===== config.mk =====
export PLATFORM = sky130hd
export DESIGN_NAME = disjoint_interval_set_insert
export DESIGN_NICKNAME = d
export VERILOG_FILES = /design/src/sv/disi_pkg.sv /design/src/sv/disi_decide.sv /design/src/sv/disjoint_interval_set_insert.sv
export VERILOG_INCLUDE_DIRS = /design/src /design/src/sv
export SDC_FILE = /design/constraint.sdc
export NUM_CORES = 2
export LEC_CHECK = 0
export ABC_CLOCK_PERIOD_IN_PS = 7200
export CAP_MARGIN = 20
export CORE_MARGIN = 1.5
export CORE_UTILIZATION = 64
export DETAILED_ROUTE_END_ITERATION = 8
export DONT_BUFFER_PORTS = 1
export PLACE_DENSITY = 0.8
export SETUP_SLACK_MARGIN = 0.15
export SLEW_MARGIN = 20
export SYNTH_ARGS = -nofsm -noshare
export SYNTH_HDL_FRONTEND = slang
export SYNTH_SLANG_ARGS = --single-unit

===== constraint.sdc =====
create_clock -name clock -period 7.2 [get_ports clock]
set_input_delay 0.36 -clock clock [delete_from_list [all_inputs] [get_ports clock]]
set_output_delay 0.36 -clock clock [all_outputs]
set_load 0.005 [all_outputs]

===== src/sv/disjoint_interval_set_insert_defines.svh =====
// Assertion macros shared by the interval set design.
`ifndef DISJOINT_INTERVAL_SET_INSERT_DEFINES_SVH
`define DISJOINT_INTERVAL_SET_INSERT_DEFINES_SVH

// Same-cycle implication, checked outside reset.
`define DISI_ASSERT_NOW(label, clk, rst, ante, cons, msg) \
   label: assert property (@(posedge clk) disable iff (rst) (ante) |-> (cons)) \
      else $error(msg);

// Next-cycle implication, checked outside reset.
`define DISI_ASSERT_NEXT(label, clk, rst, ante, cons, msg) \
   label: assert property (@(posedge clk) disable iff (rst) (ante) |=> (cons)) \
      else $error(msg);

`endif


===== src/sv/disi_pkg.sv =====
`default_nettype none

package disi_pkg;

   localparam int CAPACITY_DEF   = 32;
   localparam int VALUE_BITS_DEF = 16;

   localparam int VALUE_W  = 16;
   localparam int POS_W    = 5;
   localparam int STATUS_W = 3;

   typedef enum logic [STATUS_W-1:0] {
      ST_NEW      = 3'd0,
      ST_EXTENDED = 3'd1,
      ST_MERGED   = 3'd2,
      ST_COVERED  = 3'd3,
      ST_FULL     = 3'd4
   } status_type;

   typedef enum logic [1:0] {
      S_IDLE,
      S_SEARCH,
      S_DECIDE,
      S_EMIT
   } state_type;

   typedef struct packed {
      status_type status;
      logic       ext_left;   // grow the end of the interval left of the value
      logic       ext_right;  // grow the start of the interval right of the value
   } decision_type;

endpackage

`default_nettype wire


===== src/sv/disi_decide.sv =====
`default_nettype none

module disi_decide import disi_pkg::*; #(
   parameter int VALUE_BITS = VALUE_BITS_DEF
) (
   input  wire logic [VALUE_BITS-1:0] value,
   input  wire logic [VALUE_BITS-1:0] left_end,
   input  wire logic [VALUE_BITS-1:0] right_start,
   input  wire logic                  has_left,
   input  wire logic                  has_right,
   input  wire logic                  full,
   output decision_type               decision
);

   logic [VALUE_BITS:0]   left_next;
   logic [VALUE_BITS-1:0] right_prev;
   logic                  covered;
   logic                  adj_left;
   logic                  adj_right;

   // one bit of headroom so an end at the top value never wraps to zero
   assign left_next  = {1'b0, left_end} + {{VALUE_BITS{1'b0}}, 1'b1};
   assign right_prev = right_start - {{(VALUE_BITS-1){1'b0}}, 1'b1};

   assign covered   = has_left && (value <= left_end);
   assign adj_left  = has_left && ({1'b0, value} == left_next);
   assign adj_right = has_right && (right_start != '0) && (value == right_prev);

   always_comb begin
      decision.ext_left  = adj_left;
      decision.ext_right = adj_right && !adj_left;
      if (covered) begin
         decision.status = ST_COVERED;
      end else if (adj_left && adj_right) begin
         decision.status = ST_MERGED;
      end else if (adj_left || adj_right) begin
         decision.status = ST_EXTENDED;
      end else if (full) begin
         decision.status = ST_FULL;
      end else begin
         decision.status = ST_NEW;
      end
   end

endmodule

`default_nettype wire


===== src/sv/disjoint_interval_set_insert.sv =====
// Channel   Ports                                   Transfer
// -------   -------------------------------------   ------------------------------
// request   start, busy, req_value                  start high while busy low
// result    rsp_valid, rsp_range_start/_end,        every cycle rsp_valid is high
//           rsp_position, rsp_last, rsp_status
//
// An add scans the table, which has one read and one write port, and stops at the first start
// above the value; it then decides, writes back and emits the whole new list, one interval
// per cycle, and returns to idle; busy stays high meanwhile. Results of one add come back
// to back.
// Reset empties the set at once; the table contents need no clearing.
// The receiver cannot stall: each result is shown for one cycle only.
`default_nettype none
`include "disjoint_interval_set_insert_defines.svh"

module disjoint_interval_set_insert import disi_pkg::*; #(
   parameter int CAPACITY   = CAPACITY_DEF,
   parameter int VALUE_BITS = VALUE_BITS_DEF
) (
   input  wire logic                clock,
   input  wire logic                reset,
   input  wire logic                start,
   output      logic                busy,
   input  wire logic [VALUE_W-1:0]  req_value,
   output      logic                rsp_valid,
   output      logic [VALUE_W-1:0]  rsp_range_start,
   output      logic [VALUE_W-1:0]  rsp_range_end,
   output      logic [POS_W-1:0]    rsp_position,
   output      logic                rsp_last,
   output      logic [STATUS_W-1:0] rsp_status
);

   localparam int AW = (CAPACITY > 1) ? $clog2(CAPACITY) : 1;
   localparam int CW = $clog2(CAPACITY + 1);
   localparam int VB = VALUE_BITS;

   // interval table, one start and one end per entry
   logic [VB-1:0] start_mem [CAPACITY];
   logic [VB-1:0] end_mem   [CAPACITY];
   logic          mem_we;
   logic [AW-1:0] mem_wa;
   logic [AW-1:0] mem_ra;
   logic [VB-1:0] mem_ws;
   logic [VB-1:0] mem_wd;
   logic [VB-1:0] rd_s_ff;
   logic [VB-1:0] rd_e_ff;

   state_type     state_ff, state_in;
   logic [VB-1:0] v_ff, v_in;
   logic [CW-1:0] count_ff, count_in;
   logic [CW-1:0] scan_ff, scan_in;
   logic [CW-1:0] chk_ff, chk_in;
   logic          chk_vld_ff, chk_vld_in;
   logic [CW-1:0] idx_ff, idx_in;
   logic          has_right_ff, has_right_in;
   logic [VB-1:0] left_s_ff, left_s_in;
   logic [VB-1:0] left_e_ff, left_e_in;
   logic [VB-1:0] right_s_ff, right_s_in;
   logic [VB-1:0] right_e_ff, right_e_in;
   decision_type  dec_ff, dec_in;
   decision_type  dec_now;
   logic [CW-1:0] n_new_ff, n_new_in;
   logic [CW-1:0] iss_ff, iss_in;
   logic          p1_vld_ff, p1_vld_in;
   logic [CW-1:0] p1_k_ff, p1_k_in;
   logic [VB-1:0] prev_s_ff, prev_s_in;
   logic [VB-1:0] prev_e_ff, prev_e_in;

   logic                rsp_valid_ff, rsp_valid_in;
   logic [VALUE_W-1:0]  rsp_start_ff, rsp_start_in;
   logic [VALUE_W-1:0]  rsp_end_ff, rsp_end_in;
   logic [POS_W-1:0]    rsp_pos_ff, rsp_pos_in;
   logic                rsp_last_ff, rsp_last_in;
   logic [STATUS_W-1:0] rsp_status_ff, rsp_status_in;

   logic [CW-1:0] chk_inc;
   logic [CW-1:0] iss_inc;
   logic [CW-1:0] k_inc;
   logic [VB-1:0] new_s;
   logic [VB-1:0] new_e;
   logic          accept;

   assign busy   = (state_ff != S_IDLE);
   assign accept = start && !busy;

   assign chk_inc = chk_ff + CW'(1);
   assign iss_inc = iss_ff + CW'(1);
   assign k_inc   = p1_k_ff + CW'(1);

   disi_decide #(
      .VALUE_BITS (VALUE_BITS)
   ) u_decide (
      .value       (v_ff),
      .left_end    (left_e_ff),
      .right_start (right_s_ff),
      .has_left    (idx_ff != '0),
      .has_right   (has_right_ff),
      .full        (count_ff == CW'(CAPACITY)),
      .decision    (dec_now)
   );

   always_ff @(posedge clock) begin
      if (mem_we) begin
         start_mem[mem_wa] <= mem_ws;
         end_mem[mem_wa]   <= mem_wd;
      end
      rd_s_ff <= start_mem[mem_ra];
      rd_e_ff <= end_mem[mem_ra];
   end

   // new entry at position p1_k, built from the entry read for it
   always_comb begin
      new_s = rd_s_ff;
      new_e = rd_e_ff;
      case (dec_ff.status)
         ST_NEW: begin
            if (p1_k_ff == idx_ff) begin
               new_s = v_ff;
               new_e = v_ff;
            end else if (p1_k_ff > idx_ff) begin
               new_s = prev_s_ff;
               new_e = prev_e_ff;
            end
         end
         ST_EXTENDED: begin
            if (dec_ff.ext_left && (k_inc == idx_ff)) begin
               new_e = v_ff;
            end
            if (dec_ff.ext_right && (p1_k_ff == idx_ff)) begin
               new_s = v_ff;
            end
         end
         ST_MERGED: begin
            if (k_inc == idx_ff) begin
               new_s = left_s_ff;
               new_e = right_e_ff;
            end
         end
         default: begin
         end
      endcase
   end

   always_comb begin
      state_in      = state_ff;
      v_in          = v_ff;
      count_in      = count_ff;
      scan_in       = scan_ff;
      chk_in        = chk_ff;
      chk_vld_in    = 1'b0;
      idx_in        = idx_ff;
      has_right_in  = has_right_ff;
      left_s_in     = left_s_ff;
      left_e_in     = left_e_ff;
      right_s_in    = right_s_ff;
      right_e_in    = right_e_ff;
      dec_in        = dec_ff;
      n_new_in      = n_new_ff;
      iss_in        = iss_ff;
      p1_vld_in     = 1'b0;
      p1_k_in       = p1_k_ff;
      prev_s_in     = prev_s_ff;
      prev_e_in     = prev_e_ff;
      rsp_valid_in  = 1'b0;
      rsp_start_in  = rsp_start_ff;
      rsp_end_in    = rsp_end_ff;
      rsp_pos_in    = rsp_pos_ff;
      rsp_last_in   = rsp_last_ff;
      rsp_status_in = rsp_status_ff;
      mem_we        = 1'b0;
      mem_wa        = p1_k_ff[AW-1:0];
      mem_ws        = new_s;
      mem_wd        = new_e;
      mem_ra        = scan_ff[AW-1:0];

      case (state_ff)
         S_IDLE: begin
            if (accept) begin
               v_in         = VB'(req_value);
               scan_in      = '0;
               idx_in       = '0;
               has_right_in = 1'b0;
               state_in     = S_SEARCH;
            end
         end

         S_SEARCH: begin
            // keep one read in flight per cycle
            if (scan_ff < count_ff) begin
               mem_ra     = scan_ff[AW-1:0];
               chk_vld_in = 1'b1;
               chk_in     = scan_ff;
               scan_in    = scan_ff + CW'(1);
            end
            if (count_ff == '0) begin
               chk_vld_in = 1'b0;
               state_in   = S_DECIDE;
            end else if (chk_vld_ff) begin
               if (rd_s_ff > v_ff) begin
                  idx_in       = chk_ff;
                  has_right_in = 1'b1;
                  right_s_in   = rd_s_ff;
                  right_e_in   = rd_e_ff;
                  chk_vld_in   = 1'b0;
                  state_in     = S_DECIDE;
               end else begin
                  left_s_in = rd_s_ff;
                  left_e_in = rd_e_ff;
                  idx_in    = chk_inc;
                  if (chk_inc == count_ff) begin
                     chk_vld_in = 1'b0;
                     state_in   = S_DECIDE;
                  end
               end
            end
         end

         S_DECIDE: begin
            dec_in = dec_now;
            case (dec_now.status)
               ST_NEW:    n_new_in = count_ff + CW'(1);
               ST_MERGED: n_new_in = count_ff - CW'(1);
               default:   n_new_in = count_ff;
            endcase
            count_in = n_new_in;
            iss_in   = '0;
            state_in = S_EMIT;
         end

         S_EMIT: begin
            if (iss_ff < n_new_ff) begin
               // a merge pulls every entry from the merged one on up by one
               if ((dec_ff.status == ST_MERGED) && (iss_inc >= idx_ff)) begin
                  mem_ra = iss_inc[AW-1:0];
               end else begin
                  mem_ra = iss_ff[AW-1:0];
               end
               p1_vld_in = 1'b1;
               p1_k_in   = iss_ff;
               iss_in    = iss_inc;
            end
            if (p1_vld_ff) begin
               // reads run ahead of writes, so no entry is read after its rewrite
               mem_we        = 1'b1;
               prev_s_in     = rd_s_ff;
               prev_e_in     = rd_e_ff;
               rsp_valid_in  = 1'b1;
               rsp_start_in  = VALUE_W'(new_s);
               rsp_end_in    = VALUE_W'(new_e);
               rsp_pos_in    = POS_W'(p1_k_ff);
               rsp_last_in   = (k_inc == n_new_ff);
               rsp_status_in = dec_ff.status;
               if (k_inc == n_new_ff) begin
                  p1_vld_in = 1'b0;
                  state_in  = S_IDLE;
               end
            end
         end

         default: begin
            state_in = S_IDLE;
         end
      endcase
   end

   always_ff @(posedge clock) begin
      if (reset) begin
         state_ff     <= S_IDLE;
         count_ff     <= '0;
         chk_vld_ff   <= 1'b0;
         p1_vld_ff    <= 1'b0;
         rsp_valid_ff <= 1'b0;
      end else begin
         state_ff     <= state_in;
         count_ff     <= count_in;
         chk_vld_ff   <= chk_vld_in;
         p1_vld_ff    <= p1_vld_in;
         rsp_valid_ff <= rsp_valid_in;
      end
   end

   always_ff @(posedge clock) begin
      v_ff          <= v_in;
      scan_ff       <= scan_in;
      chk_ff        <= chk_in;
      idx_ff        <= idx_in;
      has_right_ff  <= has_right_in;
      left_s_ff     <= left_s_in;
      left_e_ff     <= left_e_in;
      right_s_ff    <= right_s_in;
      right_e_ff    <= right_e_in;
      dec_ff        <= dec_in;
      n_new_ff      <= n_new_in;
      iss_ff        <= iss_in;
      p1_k_ff       <= p1_k_in;
      prev_s_ff     <= prev_s_in;
      prev_e_ff     <= prev_e_in;
      rsp_start_ff  <= rsp_start_in;
      rsp_end_ff    <= rsp_end_in;
      rsp_pos_ff    <= rsp_pos_in;
      rsp_last_ff   <= rsp_last_in;
      rsp_status_ff <= rsp_status_in;
   end

   assign rsp_valid       = rsp_valid_ff;
   assign rsp_range_start = rsp_start_ff;
   assign rsp_range_end   = rsp_end_ff;
   assign rsp_position    = rsp_pos_ff;
   assign rsp_last        = rsp_last_ff;
   assign rsp_status      = rsp_status_ff;

   `DISI_ASSERT_NOW(a_count_bound, clock, reset, 1'b1, count_ff <= CW'(CAPACITY), "count overflow")
   `DISI_ASSERT_NEXT(a_accept_busy, clock, reset, accept, busy, "accepted add did not raise busy")
   `DISI_ASSERT_NOW(a_last_idle, clock, reset, rsp_valid && rsp_last, !busy, "busy at last result")
   `DISI_ASSERT_NEXT(a_burst_gapless, clock, reset, rsp_valid && !rsp_last, rsp_valid, "burst gap")

endmodule

`default_nettype wire


; ---- After elaboration in Yosys (flattened, before gate mapping)
; Memory sizes are Yosys's and may differ from the RTL's. A register that Yosys moved wholly into a read port is not among the register bits.
; Index checks and enable logic that the tools add are counted.
; W data, S select, Z words.
[word_totals]
regBits = 206
latch_bits = 0
ram_bits = 1024
mem_bits_ro = 0
out_inout_bits = 43
word_cells = 156
mem_count = 2
[classes]
add_sub_neg = 8
multipliers = 0
div_mod_pow = 0
magnitude_cmp = 6
eq_ne = 23
shift = 0
muxes = 51
n_bitwise = 4
n_reduce_logical = 35
[memory_table]
columns = name, depth, word_bits, rd, rd_clocked_by_memory_dff, wr, line_no
row1 = end_mem, 32, 16, 1, 1, 1, disjoint_interval_set_insert.sv:39  ; logic [VB-1:0] end_mem [CAPACITY];
row2 = start_mem, 32, 16, 1, 1, 1, disjoint_interval_set_insert.sv:38  ; logic [VB-1:0] start_mem [CAPACITY];
[op_table]
columns = cell, n
row1 = $mux W16, 8
row2 = $pmux W16 S3, 2
row3 = $pmux W6 S2, 4
row4 = $mux W6, 6
row5 = $add A6 B1 Y6 const B, 5
row6 = $eq A6 B6 Y1, 4
row7 = $add A16 B1 Y17 const B, 1
row8 = $eq A16 B17 Y1, 1
row9 = $eq A16 B16 Y1, 1
row10 = $gt A16 B16 Y1, 1
row11 = $le A16 B16 Y1, 1
row12 = $ne A2 B2 Y1 const B, 8
row13 = $reduce_bool A16 Y1, 1
row14 = $sub A16 B1 Y16 const B, 1
row15 = $mux W1, 15
row16 = $mux W5, 3
row17 = $mux W2, 7
row18 = $lt A6 B6 Y1, 2
row19 = $mux W3, 4
row20 = $reduce_and A4 Y1, 3
row21 = $logic_and A1 B1 Y1, 10
row22 = $reduce_and A2 Y1, 5
row23 = $reduce_and A5 Y1, 2
row24 = $pmux W2 S4, 1
row25 = other kinds (22), 31

; ---- Longest topological paths before layout
[depth]
ltp_word = 9
depth_mapped = 23
depth_no_buf = 22

; ---- Modules after synthesis
; Synthesis repeated with hierarchy kept, for this count alone.
[unflattened]
cells_unflattened = 3688
area_unflattened_um2 = 52705.5
[modules_own_cells]
columns = module, instances, cells_each, area_per_inst_um2, seq_area_each_um2
row1 = disjoint_interval_set_insert, 1, 3453, 51039.0, 37465.9
row2 = disi_decide, 1, 235, 1666.6, 0.0

; ---- Worst setup path before layout
; Ideal clock, no wire load.
[synth_timing]
path_kind = flip-flop to flip-flop
from = register state_ff[0]
to = memory end_mem[12][0] in the netlist's numbering (enable)
t_arrival_ns = 4.951
t_required_ns = 6.779
path_slack_ns = 1.828
stages_incl_launch_ff = 6
n_path_buf = 1
synth_period_minus_slack_ns = 5.372
cell_sequence = dfxtp_1 > ha_1 > and2_1 > clkbuf_1 > nand2_1 > nor2_1
[synth_between]
elab_chain_len = 4
[synth_lines]
columns = element, line_no
row1 = "start, declared", disjoint_interval_set_insert.sv:48  ; state_type state_ff, state_in;
row2 = "start signal, assigned", disjoint_interval_set_insert.sv:274  ; state_ff <= state_in;
row3 = $eq A2 B2 Y1, disjoint_interval_set_insert.sv:176  ; case (state_ff)
row4 = $mux W1, -
row5 = net mem_we, disjoint_interval_set_insert.sv:40  ; logic mem_we;
row6 = $mux W1, disjoint_interval_set_insert.sv:103  ; if (mem_we) begin
row7 = $mux W1 (implied by the code), disjoint_interval_set_insert.sv:105  ; end_mem[mem_wa] <= mem_wd;
row8 = "end, declared", disjoint_interval_set_insert.sv:39
; The timed path passes the listed nets, and every way through them passes these cells.

; ---- Worst setup path in the final report
[layout_timing]
from = register right_s_ff[2]
to = register count_ff[5]
[layout_between]
elab_chain_len = 9
[layout_lines]
columns = element, line_no
row1 = "start, declared", disjoint_interval_set_insert.sv:58  ; logic [VB-1:0] right_s_ff, right_s_in;
row2 = "start signal, assigned", disjoint_interval_set_insert.sv:290  ; right_s_ff <= right_s_in;
row3 = $sub A16 B1 Y16 / $reduce_bool A16 Y1 (equally long branches), "disi_decide.sv:23, disi_decide.sv:27"
row4 = $eq A16 B16 Y1 / $logic_and A1 B1 Y1 (equally long branches), disi_decide.sv:27  ; assign adj_right = has_right && (right_start != '0) && (value == right_prev);
row5 = $logic_and A1 B1 Y1 *, disi_decide.sv:27
row6 = $logic_or A1 B1 Y1, disi_decide.sv:36  ; end else if (adj_left || adj_right) begin
row7 = $mux W3, disi_decide.sv:36
row8 = $mux W3 *, disi_decide.sv:34  ; end else if (adj_left && adj_right) begin
row9 = $mux W3 *, disi_decide.sv:32  ; if (covered) begin
row10 = $eq A3 B2 Y1 / $logic_not A3 Y1 (equally long branches), disjoint_interval_set_insert.sv:220  ; case (dec_now.status)
row11 = $pmux W6 S2 *, disjoint_interval_set_insert.sv:220
row12 = "end signal, assigned", disjoint_interval_set_insert.sv:275  ; count_ff <= count_in;
row13 = "end, declared", disjoint_interval_set_insert.sv:50  ; logic [CW-1:0] count_ff, count_in;
; Mark *: on every way between the ends. The rest lies on a longest branch, timed or not.
; A chain may end at the register's enable or synchronous reset.

==> run metrics <==
Initial DRC Count approximately 4.4k; wire length of the first global-routing pass a little over 200 mm; Placed Cells roughly 4.4k; DR pass1 iterations 8; total power around 24 mW; DP HPWL between 70 and 80 mm; core area 0.0822 mm2; fin crit period 5710 ps; dominant cells by area after synthesis edfxtp_1, mux2i_1, mux4_2, ha_1, dfxtp_1; Worst slew margin 0.195; maximum number of pins on one net before global-route repair 87; Fin Setup TNS 0 ps; nets 3527; CTS H-Tree Depth 3; busiest grt layer met2; crit path max fanout 6; area of the die about 0.085 mm2; CTS Sinks 1262; Final period util 0.792; total CTS buffers ~120; number of global-route vias before repair around 31k; Routed Antenna Nets 0; hold crit path type in2reg; area leader, netlist edfxtp_1; flops & latches, synth around 1.3k; crit end category register; clock tree buffer depth 3; average wire per standard cell between 30 and 40 um; # DRC 0; WP data arrival 6320 ps; Yosys top cell area share 0.688; status completed; cell count after synthesis between 3k and 4k; initial antenna violation count 2; GRT overflow 0; total global-route track usage 0.331; setup ws final about 1500 ps; Setup Viol. Count Final 0; f_max 175 MHz; Mean Syn Cell Area 15.7 um2; pre-CTS setup slack ~1600 ps; power per cell area about 410 mW/mm2; P_leak between 20 and 25 nW; die height a little under 300 um; RSZ-0062 raised after global routing false; Post-synth EDFFs 1219; Root Driver clkbuf_16; worst-skew pair later-pin latency between 700 and 800 ps; post-synthesis sequential area ratio 0.704; Placed Instance Area about 0.055 mm2; I/O pins 62; global routing met3 resource utilization 0.0647; M2 GR Usage 0.520; drt via density about 7; Die Width between 200 and 300 um; Post-Syn Nets about 3.5k; startpoint types register; Area Overhead vs Synth 10.7%; synth warn 0; peak supply drop approximately 0.35 mV; grt met1 use 0.444; num rows approximately 110; CP Class reg2reg; Mapped Area about 0.053 mm2; layout cell share with drive strength beyond 1 0.145; Starting Density 0.647; ys async rst share 0; Hold Vio Cnt, Final 0; Total Wirelength about 140 mm; post-synth cell types between 70 and 80; # diodes 0; Synth Flop Type edfxtp_1; GP Congestion 0.967; Tightest Pin Transition around 1200 ps; I/O Buffers 0; max-slew violations 0; worst path required time between 7000 and 8000 ps; final std cells w/o fill between 4k and 5k; Final Skew roughly 24 ps; Vias between 30k and 40k; cell area after layout 0.0589 mm2; clk slew on worst S/H paths ~60 ps; max-cap violations 0; CTS tree built; Setup Fix Bufs, Post-CTS 0; CTS resizes 0
==> critical path, cell delays in order, from the launching register on <==
cell,delay (ps)
edfxtp_1,500
nor4_1,520
nand2b_1,140
nor3b_1,640
o21ai_0,240
o22ai_1,180
nand4_1,130
or4_1,550
a221oi_1,500
ha_1,350
nand2_1,110
inv_1,150
ha_1,260
a21o_1,180
a21oi_1,230
o21bai_1,100
a21oi_1,210
nor3_1,80
a21o_1,180
a31o_2,240
a21oi_1,130
==> cells in the final DEF (no fill, tap or decap), types with 58 or more instances in the layout <==
cell type  instances
xnor2_1           59
inv_1            133
nand3_1           93
a22o_1            63
mux2i_1          372
o221ai_1          58
nor2_1            84
buf_4             81
o22ai_1           65
nand2_1          180
edfxtp_1        1219
ha_1              76
o21ai_0           89
a21oi_1          137
mux4_2            62
clkbuf_16        122
==> through the flow <==
stage / utilization / hold WS [ps]
after floorplan: - / 432
after global placement: 0.666 / 432
after detailed placement: 0.667 / 434
after CTS: 0.716 / 223
after global routing: 0.716 / 259
final: 0.716 / 261
==> layer usage <==
metal / part of all wire / vias up
li1: - / 13300
met1: 0.36 / 15900
met2: 0.46 / 2382
met3: 0.12 / 500
met4: 0.057 / 2
met5: 0.000092 / -
==> cell type report <==
cell class,count,area (um2)
inverter,134,503
tap,1070,1340
sequential,1262,37500
timing repair buffer,103,878
multi-input combinational,1811,14900
clock inverter,57,526
fill,4828,23300
clock buffer,169,3350
==> where the power goes <==
| part | leakage (nW) | internal, mW | switching (mW) |
|---|---|---|---|
| combinational | 7.21 | 2.79 | 5.05 |
| clock | 1.90 | 3.49 | 2.68 |
| sequential | 11.3 | 9.58 | 0.544 |
| total | 20.5 | 15.9 | 8.28 |
==> state kept, by name, summed over array words and instances (netlist names), 16 cells and up <==
signal           cells
rsp_range_end       16
prev_e_ff           16
right_s_ff          16
start_mem          512
right_e_ff          16
rd_s_ff             16
rd_e_ff             16
left_e_ff           16
end_mem            512
prev_s_ff           16
rsp_range_start     16
v_ff                16
left_s_ff           16
==> path summary, 6_finish.rpt <==
path / from / endpoint / slack [ps] / depth (start not counted)
max reg2reg: right_s_ff[2] / count_ff[5] / 1490 / 20
min reg2reg: p1_vld_ff / p1_vld_ff / 490 / 1
min: start / state_ff[0] / 260 / 3
max: right_s_ff[2] / count_ff[5] / 1490 / 20
==> repair_timing <==
action / in CTS / in global routing
setup endpoints to repair: 0 / 0
hold buffers: 17 / 0
hold endpoints to repair: 27 / 0
==> kinds of logic (layout without fill, tap and decap cells) <==
group                    after synthesis  after routing  synth area share
flip-flops                          1262           1262             0.704
AO/OA/AOI/OAI                        639            639            0.0801
AND/OR/NAND/NOR                      533            533            0.0510
multiplexers                         482            482             0.106
buffers and inverters                324            463            0.0268
XOR/XNOR                              80             80            0.0132
adder cells (fa/ha/maj)               77             77            0.0183
==> synthesized netlist by cell type, types with 3 or more instances <==
master     count
buf_2         43
mux4_2        62
a211oi_1      22
buf_4          7
xor2_1        21
o221ai_2      10
nor2_1       117
mux2_2        47
nand3_1       96
o22ai_1       65
o211ai_1       4
nor2b_1        7
nand4_1       15
o21ai_1       34
or2_2          3
buf_1         12
a31oi_1       36
and2_1        11
nor4_1         7
a2bb2oi_1     16
inv_1        133
xnor2_1       59
nand2b_1       8
o221ai_1      59
and3_1         6
a21oi_1      154
nor4_2        31
nand2_1      182
or3_1          8
clkbuf_1     111
nor3b_1        4
o21a_1         8
buf_6         17
a21o_1        52
dfxtp_1       43
a22o_1        63
edfxtp_1    1219
ha_1          76
nor3_1        14
or4_1          3
o21ai_0       89
nand3b_1       7
mux2i_1      372
Power figures use the tool's default switching activity.
